`config.mk`:
```
export PLATFORM = sky130hd
export DESIGN_NAME = escape_time_fractal_iteration_unit
export DESIGN_NICKNAME = d
export VERILOG_FILES = /design/src/rtl/core/efti_pkg.sv /design/src/rtl/core/efti_mul.sv /design/src/rtl/core/efti_ctrl.sv /design/src/rtl/core/escape_time_fractal_iteration_unit.sv
export SDC_FILE = /design/constraint.sdc
export NUM_CORES = 2
export LEC_CHECK = 0
export ABC_AREA = 1
export BUFFER_PORTS_ARGS = -buffer_cell sky130_fd_sc_hd__buf_2
export CORE_MARGIN = 10
export CORE_UTILIZATION = 55
export DETAILED_ROUTE_END_ITERATION = 10
export GPL_TIMING_DRIVEN = 1
export PLACE_DENSITY = 0.67
export RECOVER_POWER = 50
export SLEW_MARGIN = 15
export SYNTH_ARGS = -nofsm -noshare
export SYNTH_HDL_FRONTEND = slang
export SYNTH_HIERARCHICAL = 1
export SYNTH_SLANG_ARGS = --single-unit
```
`constraint.sdc`:
```
create_clock -name i_clk -period 15.8 [get_ports i_clk]
set_clock_uncertainty 0.1 [all_clocks]
set_input_delay 2.37 -clock i_clk [delete_from_list [all_inputs] [get_ports i_clk]]
set_output_delay 2.37 -clock i_clk [all_outputs]
set_load 0.01 [all_outputs]
```
`src/rtl/core/efti_pkg.sv`:
```
// shared types and constants for the escape-time fractal iteration unit
package efti_pkg;

    localparam int CoordWidth  = 32;
    localparam int ProdWidth   = 2 * CoordWidth;
    localparam int OutWidth    = 16;
    localparam int CfgIdxWidth = 3;

    localparam logic [15:0]           MaxIterReset  = 16'd100;
    localparam logic [CoordWidth-1:0] EscLimitReset = 32'h4000_0000;

    typedef enum logic [CfgIdxWidth-1:0] {
        CFG_KIND     = 3'd0,
        CFG_MAX_ITER = 3'd1,
        CFG_ESC_LIM  = 3'd2,
        CFG_JULIA_RE = 3'd3,
        CFG_JULIA_IM = 3'd4
    } t_cfg_idx;

    typedef enum logic [1:0] {
        MUL_RR,
        MUL_II,
        MUL_RI
    } t_mul_sel;

    typedef enum logic [2:0] {
        ST_IDLE,
        ST_SQR_R,
        ST_SQR_I,
        ST_CROSS,
        ST_STEP,
        ST_DONE
    } t_state;

    typedef struct packed {
        t_mul_sel mul_sel;
        logic     ld_in;
        logic     ld_rr;
        logic     ld_ii;
        logic     z_upd;
        logic     out_load;
    } t_ctrl;

endpackage

```
`src/rtl/core/efti_mul.sv`:
```
// shared signed 32x32 multiplier with operand select and registered product
module efti_mul
    import efti_pkg::*;
(
    input  logic                        i_clk,
    input  t_mul_sel                    i_sel,
    input  logic signed [CoordWidth-1:0] i_zr,
    input  logic signed [CoordWidth-1:0] i_zi,
    output logic signed [ProdWidth-1:0]  o_prod
);

    logic signed [CoordWidth-1:0] w_a;
    logic signed [CoordWidth-1:0] w_b;
    logic signed [ProdWidth-1:0]  r_prod;

    always_comb begin
        case (i_sel)
            MUL_RR: begin
                w_a = i_zr;
                w_b = i_zr;
            end
            MUL_II: begin
                w_a = i_zi;
                w_b = i_zi;
            end
            MUL_RI: begin
                w_a = i_zr;
                w_b = i_zi;
            end
            default: begin
                w_a = i_zr;
                w_b = i_zi;
            end
        endcase
    end

    always_ff @(posedge i_clk) begin
        r_prod <= ProdWidth'(w_a) * ProdWidth'(w_b);
    end

    assign o_prod = r_prod;

endmodule

```
`src/rtl/core/efti_ctrl.sv`:
```
// sequencer stepping the shared multiplier through each iteration
module efti_ctrl
    import efti_pkg::*;
(
    input  logic  i_clk,
    input  logic  i_rst_n,
    input  logic  i_in_valid,
    input  logic  i_stop,
    input  logic  i_out_busy,
    output logic  o_in_ready,
    output t_ctrl o_ctrl
);

    t_state r_state;
    t_state n_state;

    always_ff @(posedge i_clk) begin
        if (!i_rst_n) begin
            r_state <= ST_IDLE;
        end else begin
            r_state <= n_state;
        end
    end

    always_comb begin
        n_state         = r_state;
        o_in_ready      = 1'b0;
        o_ctrl          = '0;
        o_ctrl.mul_sel  = MUL_RR;
        case (r_state)
            ST_IDLE: begin
                o_in_ready = i_rst_n;
                if (i_rst_n && i_in_valid) begin
                    o_ctrl.ld_in = 1'b1;
                    n_state      = ST_SQR_R;
                end
            end
            ST_SQR_R: begin
                o_ctrl.mul_sel = MUL_RR;
                n_state        = ST_SQR_I;
            end
            ST_SQR_I: begin
                o_ctrl.mul_sel = MUL_II;
                o_ctrl.ld_rr   = 1'b1;
                n_state        = ST_CROSS;
            end
            ST_CROSS: begin
                o_ctrl.mul_sel = MUL_RI;
                o_ctrl.ld_ii   = 1'b1;
                n_state        = ST_STEP;
            end
            ST_STEP: begin
                if (i_stop) begin
                    n_state = ST_DONE;
                end else begin
                    o_ctrl.z_upd = 1'b1;
                    n_state      = ST_SQR_R;
                end
            end
            ST_DONE: begin
                if (!i_out_busy) begin
                    o_ctrl.out_load = 1'b1;
                    n_state         = ST_IDLE;
                end
            end
            default: begin
                n_state = ST_IDLE;
            end
        endcase
    end

endmodule

```
`src/rtl/core/escape_time_fractal_iteration_unit.sv`:
```
// top level: config registers, iteration datapath, sequencer and result register
// a new point waits until the last is done
// each iteration runs three products through the one shared 32x32 multiplier in SQR_R, SQR_I
// and CROSS, then a STEP state that stops on escape or at the bound, else updates z
// the finished count sits in an output register so a new point can start behind it
// synchronous active-low reset: config back to mandelbrot, 100 iterations, limit 4.0
module escape_time_fractal_iteration_unit
    import efti_pkg::*;
#(
    parameter int COORD_FRAC_BITS = 28,
    parameter int COUNT_WIDTH     = 16
) (
    input  logic                         i_clk,
    input  logic                         i_rst_n,
    // point input channel
    input  logic                         i_in_valid,
    output logic                         o_in_ready,
    input  logic signed [CoordWidth-1:0] i_point_real,
    input  logic signed [CoordWidth-1:0] i_point_imag,
    // result channel
    output logic                         o_out_valid,
    input  logic                         i_out_ready,
    output logic [OutWidth-1:0]          o_iteration_count,
    // config write channel
    input  logic                         i_cfg_valid,
    output logic                         o_cfg_ready,
    input  logic [CfgIdxWidth-1:0]       i_cfg_index,
    input  logic [CoordWidth-1:0]        i_cfg_data
);

    // compare width covers both the counter and the 16-bit register
    localparam int LimWidth = (COUNT_WIDTH > 16) ? COUNT_WIDTH : 16;
    localparam logic [LimWidth-1:0] CntMask =
        LimWidth'((64'd1 << COUNT_WIDTH) - 64'd1);
    localparam logic signed [ProdWidth-1:0] SatHi = 64'sh0000_0000_7FFF_FFFF;
    localparam logic signed [ProdWidth-1:0] SatLo = -64'sh0000_0000_8000_0000;

    // config registers
    logic                         r_kind;
    logic [15:0]                  r_max_iter;
    logic [CoordWidth-1:0]        r_esc_lim;
    logic signed [CoordWidth-1:0] r_julia_re;
    logic signed [CoordWidth-1:0] r_julia_im;

    // iteration state
    logic signed [CoordWidth-1:0] r_zr;
    logic signed [CoordWidth-1:0] r_zi;
    logic signed [CoordWidth-1:0] r_cr;
    logic signed [CoordWidth-1:0] r_ci;
    logic signed [ProdWidth-1:0]  r_rr;
    logic signed [ProdWidth-1:0]  r_ii;
    logic [COUNT_WIDTH-1:0]       r_cnt;

    // result register
    logic                         r_out_valid;
    logic [OutWidth-1:0]          r_out_count;

    logic signed [ProdWidth-1:0]  w_prod;
    t_ctrl                        w_ctrl;
    logic                         w_stop;
    logic                         w_out_busy;

    logic [LimWidth-1:0]          w_limit;
    logic [LimWidth-1:0]          w_cnt_ext;
    logic [ProdWidth-1:0]         w_sq_sum;
    logic [ProdWidth-1:0]         w_mag;
    logic                         w_escape;
    logic signed [ProdWidth-1:0]  w_diff;
    logic signed [ProdWidth-1:0]  w_re_sum;
    logic signed [ProdWidth-1:0]  w_im_sum;
    logic signed [CoordWidth-1:0] w_re_sat;
    logic signed [CoordWidth-1:0] w_im_sat;

    assign o_cfg_ready = i_rst_n;

    // config writes, indexes beyond the list are dropped
    always_ff @(posedge i_clk) begin
        if (!i_rst_n) begin
            r_kind     <= 1'b0;
            r_max_iter <= MaxIterReset;
            r_esc_lim  <= EscLimitReset;
            r_julia_re <= '0;
            r_julia_im <= '0;
        end else if (i_cfg_valid) begin
            case (t_cfg_idx'(i_cfg_index))
                CFG_KIND:     r_kind     <= i_cfg_data[0];
                CFG_MAX_ITER: r_max_iter <= i_cfg_data[15:0];
                CFG_ESC_LIM:  r_esc_lim  <= i_cfg_data;
                CFG_JULIA_RE: r_julia_re <= i_cfg_data;
                CFG_JULIA_IM: r_julia_im <= i_cfg_data;
                default: begin
                end
            endcase
        end
    end

    efti_ctrl u_ctrl (
        .i_clk      (i_clk),
        .i_rst_n    (i_rst_n),
        .i_in_valid (i_in_valid),
        .i_stop     (w_stop),
        .i_out_busy (w_out_busy),
        .o_in_ready (o_in_ready),
        .o_ctrl     (w_ctrl)
    );

    efti_mul u_mul (
        .i_clk  (i_clk),
        .i_sel  (w_ctrl.mul_sel),
        .i_zr   (r_zr),
        .i_zi   (r_zi),
        .o_prod (w_prod)
    );

    // stop test: count reached the bound or |z|^2 beyond the escape limit
    assign w_limit   = LimWidth'(r_max_iter) & CntMask;
    assign w_cnt_ext = LimWidth'(r_cnt);
    assign w_sq_sum  = $unsigned(r_rr) + $unsigned(r_ii);
    assign w_mag     = w_sq_sum >> COORD_FRAC_BITS;
    assign w_escape  = w_mag > ProdWidth'(r_esc_lim);
    assign w_stop    = (w_cnt_ext >= w_limit) || w_escape;

    // next z: real from the two squares, imag from the cross product doubled
    // arithmetic shifts round toward minus infinity
    assign w_diff   = r_rr - r_ii;
    assign w_re_sum = (w_diff >>> COORD_FRAC_BITS) + ProdWidth'(r_cr);
    assign w_im_sum = (w_prod >>> (COORD_FRAC_BITS - 1)) + ProdWidth'(r_ci);

    always_comb begin
        if (w_re_sum > SatHi) begin
            w_re_sat = SatHi[CoordWidth-1:0];
        end else if (w_re_sum < SatLo) begin
            w_re_sat = SatLo[CoordWidth-1:0];
        end else begin
            w_re_sat = w_re_sum[CoordWidth-1:0];
        end
        if (w_im_sum > SatHi) begin
            w_im_sat = SatHi[CoordWidth-1:0];
        end else if (w_im_sum < SatLo) begin
            w_im_sat = SatLo[CoordWidth-1:0];
        end else begin
            w_im_sat = w_im_sum[CoordWidth-1:0];
        end
    end

    // datapath payload, no reset needed
    always_ff @(posedge i_clk) begin
        if (w_ctrl.ld_in) begin
            r_zr <= i_point_real;
            r_zi <= i_point_imag;
            r_cr <= r_kind ? r_julia_re : i_point_real;
            r_ci <= r_kind ? r_julia_im : i_point_imag;
        end else if (w_ctrl.z_upd) begin
            r_zr <= w_re_sat;
            r_zi <= w_im_sat;
        end
        if (w_ctrl.ld_rr) begin
            r_rr <= w_prod;
        end
        if (w_ctrl.ld_ii) begin
            r_ii <= w_prod;
        end
        if (w_ctrl.out_load) begin
            r_out_count <= w_cnt_ext[OutWidth-1:0];
        end
    end

    // iteration counter
    always_ff @(posedge i_clk) begin
        if (!i_rst_n) begin
            r_cnt <= '0;
        end else if (w_ctrl.ld_in) begin
            r_cnt <= '0;
        end else if (w_ctrl.z_upd) begin
            r_cnt <= r_cnt + COUNT_WIDTH'(1);
        end
    end

    // result beat holds until taken; a new load wins over a take
    always_ff @(posedge i_clk) begin
        if (!i_rst_n) begin
            r_out_valid <= 1'b0;
        end else if (w_ctrl.out_load) begin
            r_out_valid <= 1'b1;
        end else if (i_out_ready) begin
            r_out_valid <= 1'b0;
        end
    end

    assign w_out_busy        = r_out_valid && !i_out_ready;
    assign o_out_valid       = r_out_valid;
    assign o_iteration_count = r_out_count;

`ifndef ASSERT_OFF
    a_cnt_clr: assert property (@(posedge i_clk) disable iff (!i_rst_n)
        (i_in_valid && o_in_ready) |=> (r_cnt == '0))
        else $error("count not cleared on point beat");

    a_cnt_step: assert property (@(posedge i_clk) disable iff (!i_rst_n)
        w_ctrl.z_upd |=> (r_cnt == $past(r_cnt) + COUNT_WIDTH'(1)))
        else $error("count did not advance on iteration");

    a_upd_bound: assert property (@(posedge i_clk) disable iff (!i_rst_n)
        w_ctrl.z_upd |-> (w_cnt_ext < w_limit))
        else $error("iteration past the configured bound");

    a_load_free: assert property (@(posedge i_clk) disable iff (!i_rst_n)
        w_ctrl.out_load |-> !w_out_busy)
        else $error("result overwritten before taken");
`endif

endmodule

```
-- After elaboration in Yosys (flattened, before gate mapping)
Index checks and enable logic that the tools add are counted.
- word-level logic and storage cells: 85
- register bits after elaboration: 469
- input bits: 104
- output and inout port bits: 19
- reduce and logical (&&, ||, !) cells: 16
- multipliers: 1
- eq/ne operators: 12
- add/subtract/negate cells: 5
- magnitude comparators: 6
- muxes and demuxes: 28
- bitwise operators: 1
- operators with widths (cell ; number):
    32-bit 2-to-1 mux ; 12
    64-bit adder ; 1
    32-bit by 32-bit multiplier with 64-bit output ; 1
    64-bit subtractor ; 1
    37-bit by 32-bit adder with 38-bit output ; 1
    38-bit by 32-bit greater-than comparator with 1-bit output (second input constant) ; 1
    38-bit by 32-bit < comparator with 1-bit output (second input constant) ; 1
    36-bit by 32-bit adder with 37-bit output ; 1
    37-bit by 32-bit greater-than comparator with 1-bit output (second input constant) ; 1
    37-bit by 32-bit < comparator with 1-bit output (second input constant) ; 1
    36-bit by 32-bit greater-than comparator with 1-bit output ; 1
    3-bit case mux with 6 select lines ; 1
    16-bit by 1-bit adder with 16-bit output (second input constant) ; 1
    16-bit >= comparator ; 1
    3-bit by 2-bit == test with 1-bit output (second input constant) ; 4
    2-bit AND reduction ; 6
    1-bit 2-to-1 mux ; 11
    3-bit == test (second input constant) ; 3
    3-bit 2-to-1 mux ; 3
    3-bit by 1-bit == test with 1-bit output (second input constant) ; 2
    3-bit logical NOT ; 2
    2-bit case mux with 2 select lines ; 1
    2-bit nonzero test ; 2
    2-bit by 1-bit == test with 1-bit output (second input constant) ; 1
    8 further kinds ; 9

-- Depth between registers and ports, before layout
- depth in word-level cells: 7
- gate-level depth with buffers: 43
- mapped depth without buffers: 43

-- By module
The synthesis kept the hierarchy.
- by module, submodules not included (module ; cells each ; area an instance (um^2) ; times used ; seq. area each (um^2)):
    efti_mul ; 4911 ; 39949.6 ; 1 ; 1281.2
    escape_time_fractal_iteration_unit ; 3935 ; 28984.0 ; 1 ; 10770.3
    efti_ctrl ; 35 ; 201.4 ; 1 ; 60.1

-- Worst setup path after synthesis
No wires, ideal clock.
- kind: flip-flop to flip-flop
- start point: register u_ctrl.r_state[1]
- end point: register u_mul.r_prod[62], in the netlist u_mul/o_prod[62]
- path buffers: 3
- arrival: 12.670 ns
- required time: 15.588 ns
- cell stages (with the launch flop): 34
- setup time: 0.112 ns
- setup slack: 2.917 ns
- clock period less this slack: 12.883 ns
- cells stage by stage: dfxtp_1 > inv_2 > nor3_1 > buf_4 > inv_1 > nor2_4 > inv_2 > buf_4 > o21ai_4 > inv_2 > buf_6 > nor2_1 > fa_1 > fa_1 > fa_1 > fa_1 > inv_1 > fa_1 > inv_1 > fa_1 > inv_1 > fa_1 > fa_1 > inv_1 > ha_1 > nand2_1 > nor2_1 > inv_1 > nor2_1 > inv_1 > nor4_1 > nand2_1 > nand3_1 > nand2_1
- RTL lines (item ; RTL line ; source):
    start: declaration ; efti_ctrl.sv:14 ; t_state r_state;
    start signal: assignment ; efti_ctrl.sv:21 ; r_state <= n_state;
    end signal: assignment ; efti_mul.sv:38 ; r_prod <= ProdWidth'(w_a) * ProdWidth'(w_b);
    end: declaration ; efti_mul.sv:14 ; logic signed [ProdWidth-1:0] r_prod;

-- Worst setup path in the final report
- start point: register u_ctrl.r_state[1]
- end point: register u_mul.r_prod[58], in the netlist u_mul/o_prod[58]
- cells in the longest elaborated chain, start to end: 5
- elaborated cells on any way between the ends: 8
- those cells by class: mul (1); eq/ne (3); mux (3); reduce/logical (1)
- ends and longest elaborated chain (item ; RTL line ; source):
    3-bit by 2-bit == test with 1-bit output ; efti_ctrl.sv:30 ; case (r_state)
    2-bit case mux with 2 select lines (*) ; efti_ctrl.sv:30 ;
    2-bit by 1-bit == test with 1-bit output / 2-bit logical NOT (equally long branches) ; efti_mul.sv:17 ; case (i_sel)
    32-bit 2-to-1 mux ; efti_mul.sv:17 ;
    32-bit by 32-bit multiplier with 64-bit output (*) ; efti_mul.sv:38 ;
Mark *: on every way between the ends. The rest lies on a longest branch, timed or not.
A chain may end at the register's enable or synchronous reset.

==> impl_metrics.json <==
{
  "status": "complete, but fails checks",
  "failed_checks": "capacitance limit, slew limit",
  "endpoint": "u_mul/o_prod[58]",
  "r2r_end": "u_mul/o_prod[58]",
  "relSlewSlack": -1.99,
  "synth-xor-area-share": 0.0206,
  "critical_path.startpoint_type": "register",
  "synth_cells": 8881,
  "num_vias": 60700,
  "slowest_delay_ps": 910,
  "synth_top_family_by_area": "adder cells",
  "critPathKind": "reg -> reg",
  "muxShareOfSynthArea": 0.00519,
  "core_um2": 125000,
  "drc": 0,
  "cp.required_ps": 16240,
  "ff2ff_path_depth": 35,
  "cts_setup_buffers": 0,
  "final_layout_size_suffix_gt1_frac": 0.0452,
  "postLayoutCoreUtil": 0.581,
  "ant_nets": 0,
  "synth_seq_cells": 469,
  "grt_max_degree": 117,
  "n_fill_cell": 11700,
  "drtIter0Drc": 7688,
  "cts_root_buf": "clkbuf_16",
  "async_flop_share": 0,
  "port_buffers": 122,
  "overflow": 0,
  "clk_pin_slew_ps": 80,
  "seq_area_um2": 12100,
  "avgViaCountPerCell": 5.75,
  "syn_avg_cell_area_um2": 7.78,
  "clk_latency_ps": 650,
  "syn_nets": 10500,
  "busiest_layer": "met2",
  "grt_pass1_vias": 60000,
  "wirelength_mm": 263,
  "cp.arrival_ps": 11680,
  "nets": 10500,
  "ff2ff_setup_slack_ps": 4550,
  "place_congestion": 1.07,
  "rsz0062_at_grt": "false",
  "yosys_most_used_dff": "edfxtp_1",
  "cts.sinks": 469,
  "num_rows": 130,
  "drv_slew": 284,
  "period_needed_ps": 11250,
  "die_area_um2": 140000,
  "finalInstanceArea_um2": 72800,
  "ys_types": 56,
  "die_width_um": 375,
  "antenna_found_initial": 14,
  "yosys_warnings": 6,
  "tightest_slew_ps": 4490,
  "first_pass_iters": 7,
  "grt_pass1_wl_mm": 387,
  "grtUsageMet2": 0.542,
  "fin_crit_sh": 0.712,
  "wl_per_cell_um": 24.9,
  "finalHoldViolations": 0,
  "setup-tns-final_ps": 0,
  "cts_made_buffers": 49,
  "cts_tree": "done",
  "yosysSeqAreaShare": 0.175,
  "hpwl_mm": 222,
  "cpMaxStageDelayCell": "fa_1",
  "max_freq_mhz": 88.9,
  "whs_path_depth": 0,
  "ctsResizeCount": 0,
  "end_kind": "register",
  "grt_use_met3": 0.101,
  "fin_cells": 10600,
  "htree_levels": 2,
  "area_growth_pct": 5.27,
  "grt_use_met1": 0.524,
  "hold_buffers": 0,
  "synth_edf_count": 272,
  "synth_fa_ha_area_frac": 0.392,
  "multiInputGateArea_um2": 48200,
  "die_h_um": 375,
  "path_common_cell": "inv_1",
  "ios": 123,
  "placed_area_um2": 71200,
  "hold_class": "reg -> reg",
  "timing.rr.start": "u_ctrl/r_state[1]",
  "dp.cells": 10500,
  "initial_core_util": 0.552,
  "cp-startpoint": "u_ctrl/r_state[1]",
  "synthesis.area_um2": 69100,
  "cts.path.max_buffers": 3,
  "yosys.area_share.simple": 0.199,
  "maxCapViolCount": 4,
  "setup_viol": 0,
  "grt_use_total": 0.371,
  "synth_compound_area_frac": 0.0800,
  "crit_fanout": 43
}
==> stage by stage <==
stage | hold slack, ps | setup slack, ps
3_3_place_gp | 305 | 5060
4_1_cts | 328 | 4960
2_1_floorplan | 304 | 2920
3_5_place_dp | 316 | 5020
5_1_grt | 336 | 3980
6_report | 332 | 4550
==> cell usage after synthesis, types with 16 or more instances <==
| master | n | area, um^2 |
|---|---|---|
| a21oi_4 | 16 | 260 |
| nor3_1 | 70 | 350 |
| o21bai_1 | 49 | 368 |
| dfxtp_1 | 197 | 3940 |
| clkbuf_1 | 89 | 334 |
| nor2_4 | 20 | 225 |
| mux2_2 | 31 | 349 |
| nor4_1 | 20 | 125 |
| xnor2_1 | 36 | 315 |
| nor2_2 | 16 | 100 |
| a31oi_1 | 39 | 244 |
| fa_1 | 1084 | 21700 |
| a21oi_2 | 19 | 166 |
| edfxtp_1 | 272 | 8170 |
| nor2_1 | 1323 | 4970 |
| buf_2 | 126 | 631 |
| inv_2 | 55 | 206 |
| nand4_1 | 43 | 269 |
| a21oi_1 | 504 | 2520 |
| inv_1 | 1979 | 7430 |
| o21ai_0 | 270 | 1350 |
| ha_1 | 430 | 5380 |
| xor2_1 | 127 | 1110 |
| nand3_1 | 204 | 1020 |
| buf_4 | 23 | 173 |
| nand2_1 | 1707 | 6410 |
==> flip-flops by register name (all words and copies together) (netlist names), 3 cells and up <==
| signal | flops |
|---|---|
| o_iteration_count | 16 |
| r_ci | 32 |
| r_cnt | 16 |
| r_cr | 32 |
| r_esc_lim | 32 |
| r_ii | 64 |
| r_julia_im | 32 |
| r_julia_re | 32 |
| r_max_iter | 16 |
| r_rr | 64 |
| r_zi | 32 |
| r_zr | 32 |
| u_ctrl/r_state | 3 |
| u_mul/o_prod | 64 |
==> area by class of cell <==
type | count | share of cell area
multi-input cells | 6128 | 0.662
flip-flops and latches | 469 | 0.166
inverters | 2037 | 0.105
well taps | 1650 | 0.0284
clock buffers | 58 | 0.0173
repair buffers | 190 | 0.0141
clock inverters | 34 | 0.00615
diodes | 3 | 0.000103
==> cell families after synthesis <==
| group | count (synthesis) |
|---|---|
| muxes | 32 |
| AOI/OAI and AO/OA | 975 |
| adders and majority gates | 1514 |
| xor gates and xnor gates | 163 |
| DFF | 469 |
| buffers and inverters | 2284 |
| and+or+nand+nor | 3444 |
==> worst min path at each step <==
stage,startpoint,to,slack (ps)
floorplan,u_mul/o_prod[0],r_ii[0],300
finish,u_mul/o_prod[17],r_ii[17],330
detailed placement,u_mul/o_prod[23],r_ii[23],320
global route,u_mul/o_prod[24],r_rr[24],340
global placement,u_mul/o_prod[8],r_rr[8],300
CTS,u_mul/o_prod[24],r_ii[24],330
==> worst max-delay path: cells and delay by family (launching register included) <==
| kind | cells | cell delay (ps) |
|---|---|---|
| simple gates | 12 | 2210 |
| fa+ha+maj | 9 | 4940 |
| flops | 1 | 410 |
| compound gates | 1 | 150 |
| buf+inv | 13 | 3260 |
==> per-layer routing <==
metal,routed length (um),share of wire
met5,13,0.000049
met4,12500,0.047
met3,32300,0.12
met2,110000,0.42
met1,108000,0.41
==> layout by cell type, fill, tap and decap left out, types with 7 or more instances in the layout <==
master	instances
xnor2_1	36
fa_1	1084
a31oi_1	39
o21a_1	13
xor2_1	127
a211oi_1	7
ha_1	430
nor3_1	70
dfxtp_1	196
nand2_1	1706
o21ai_0	270
a21boi_0	7
clkbuf_16	49
a21oi_4	17
a21oi_2	21
nor2_2	21
o21bai_1	49
nor2_1	1318
nand2_2	12
nand4_1	43
nor4_1	20
and2_1	8
a21oi_1	501
clkbuf_1	71
o211ai_1	15
edfxtp_1	272
inv_2	55
a21o_1	13
buf_4	62
mux2_2	30
clkinv_1	9
nor2_4	20
inv_1	1978
nand3_1	203
buf_2	66
Power is not shown: default switching activity piles up to over one toggle a cycle in this logic, so the estimate is an artifact.
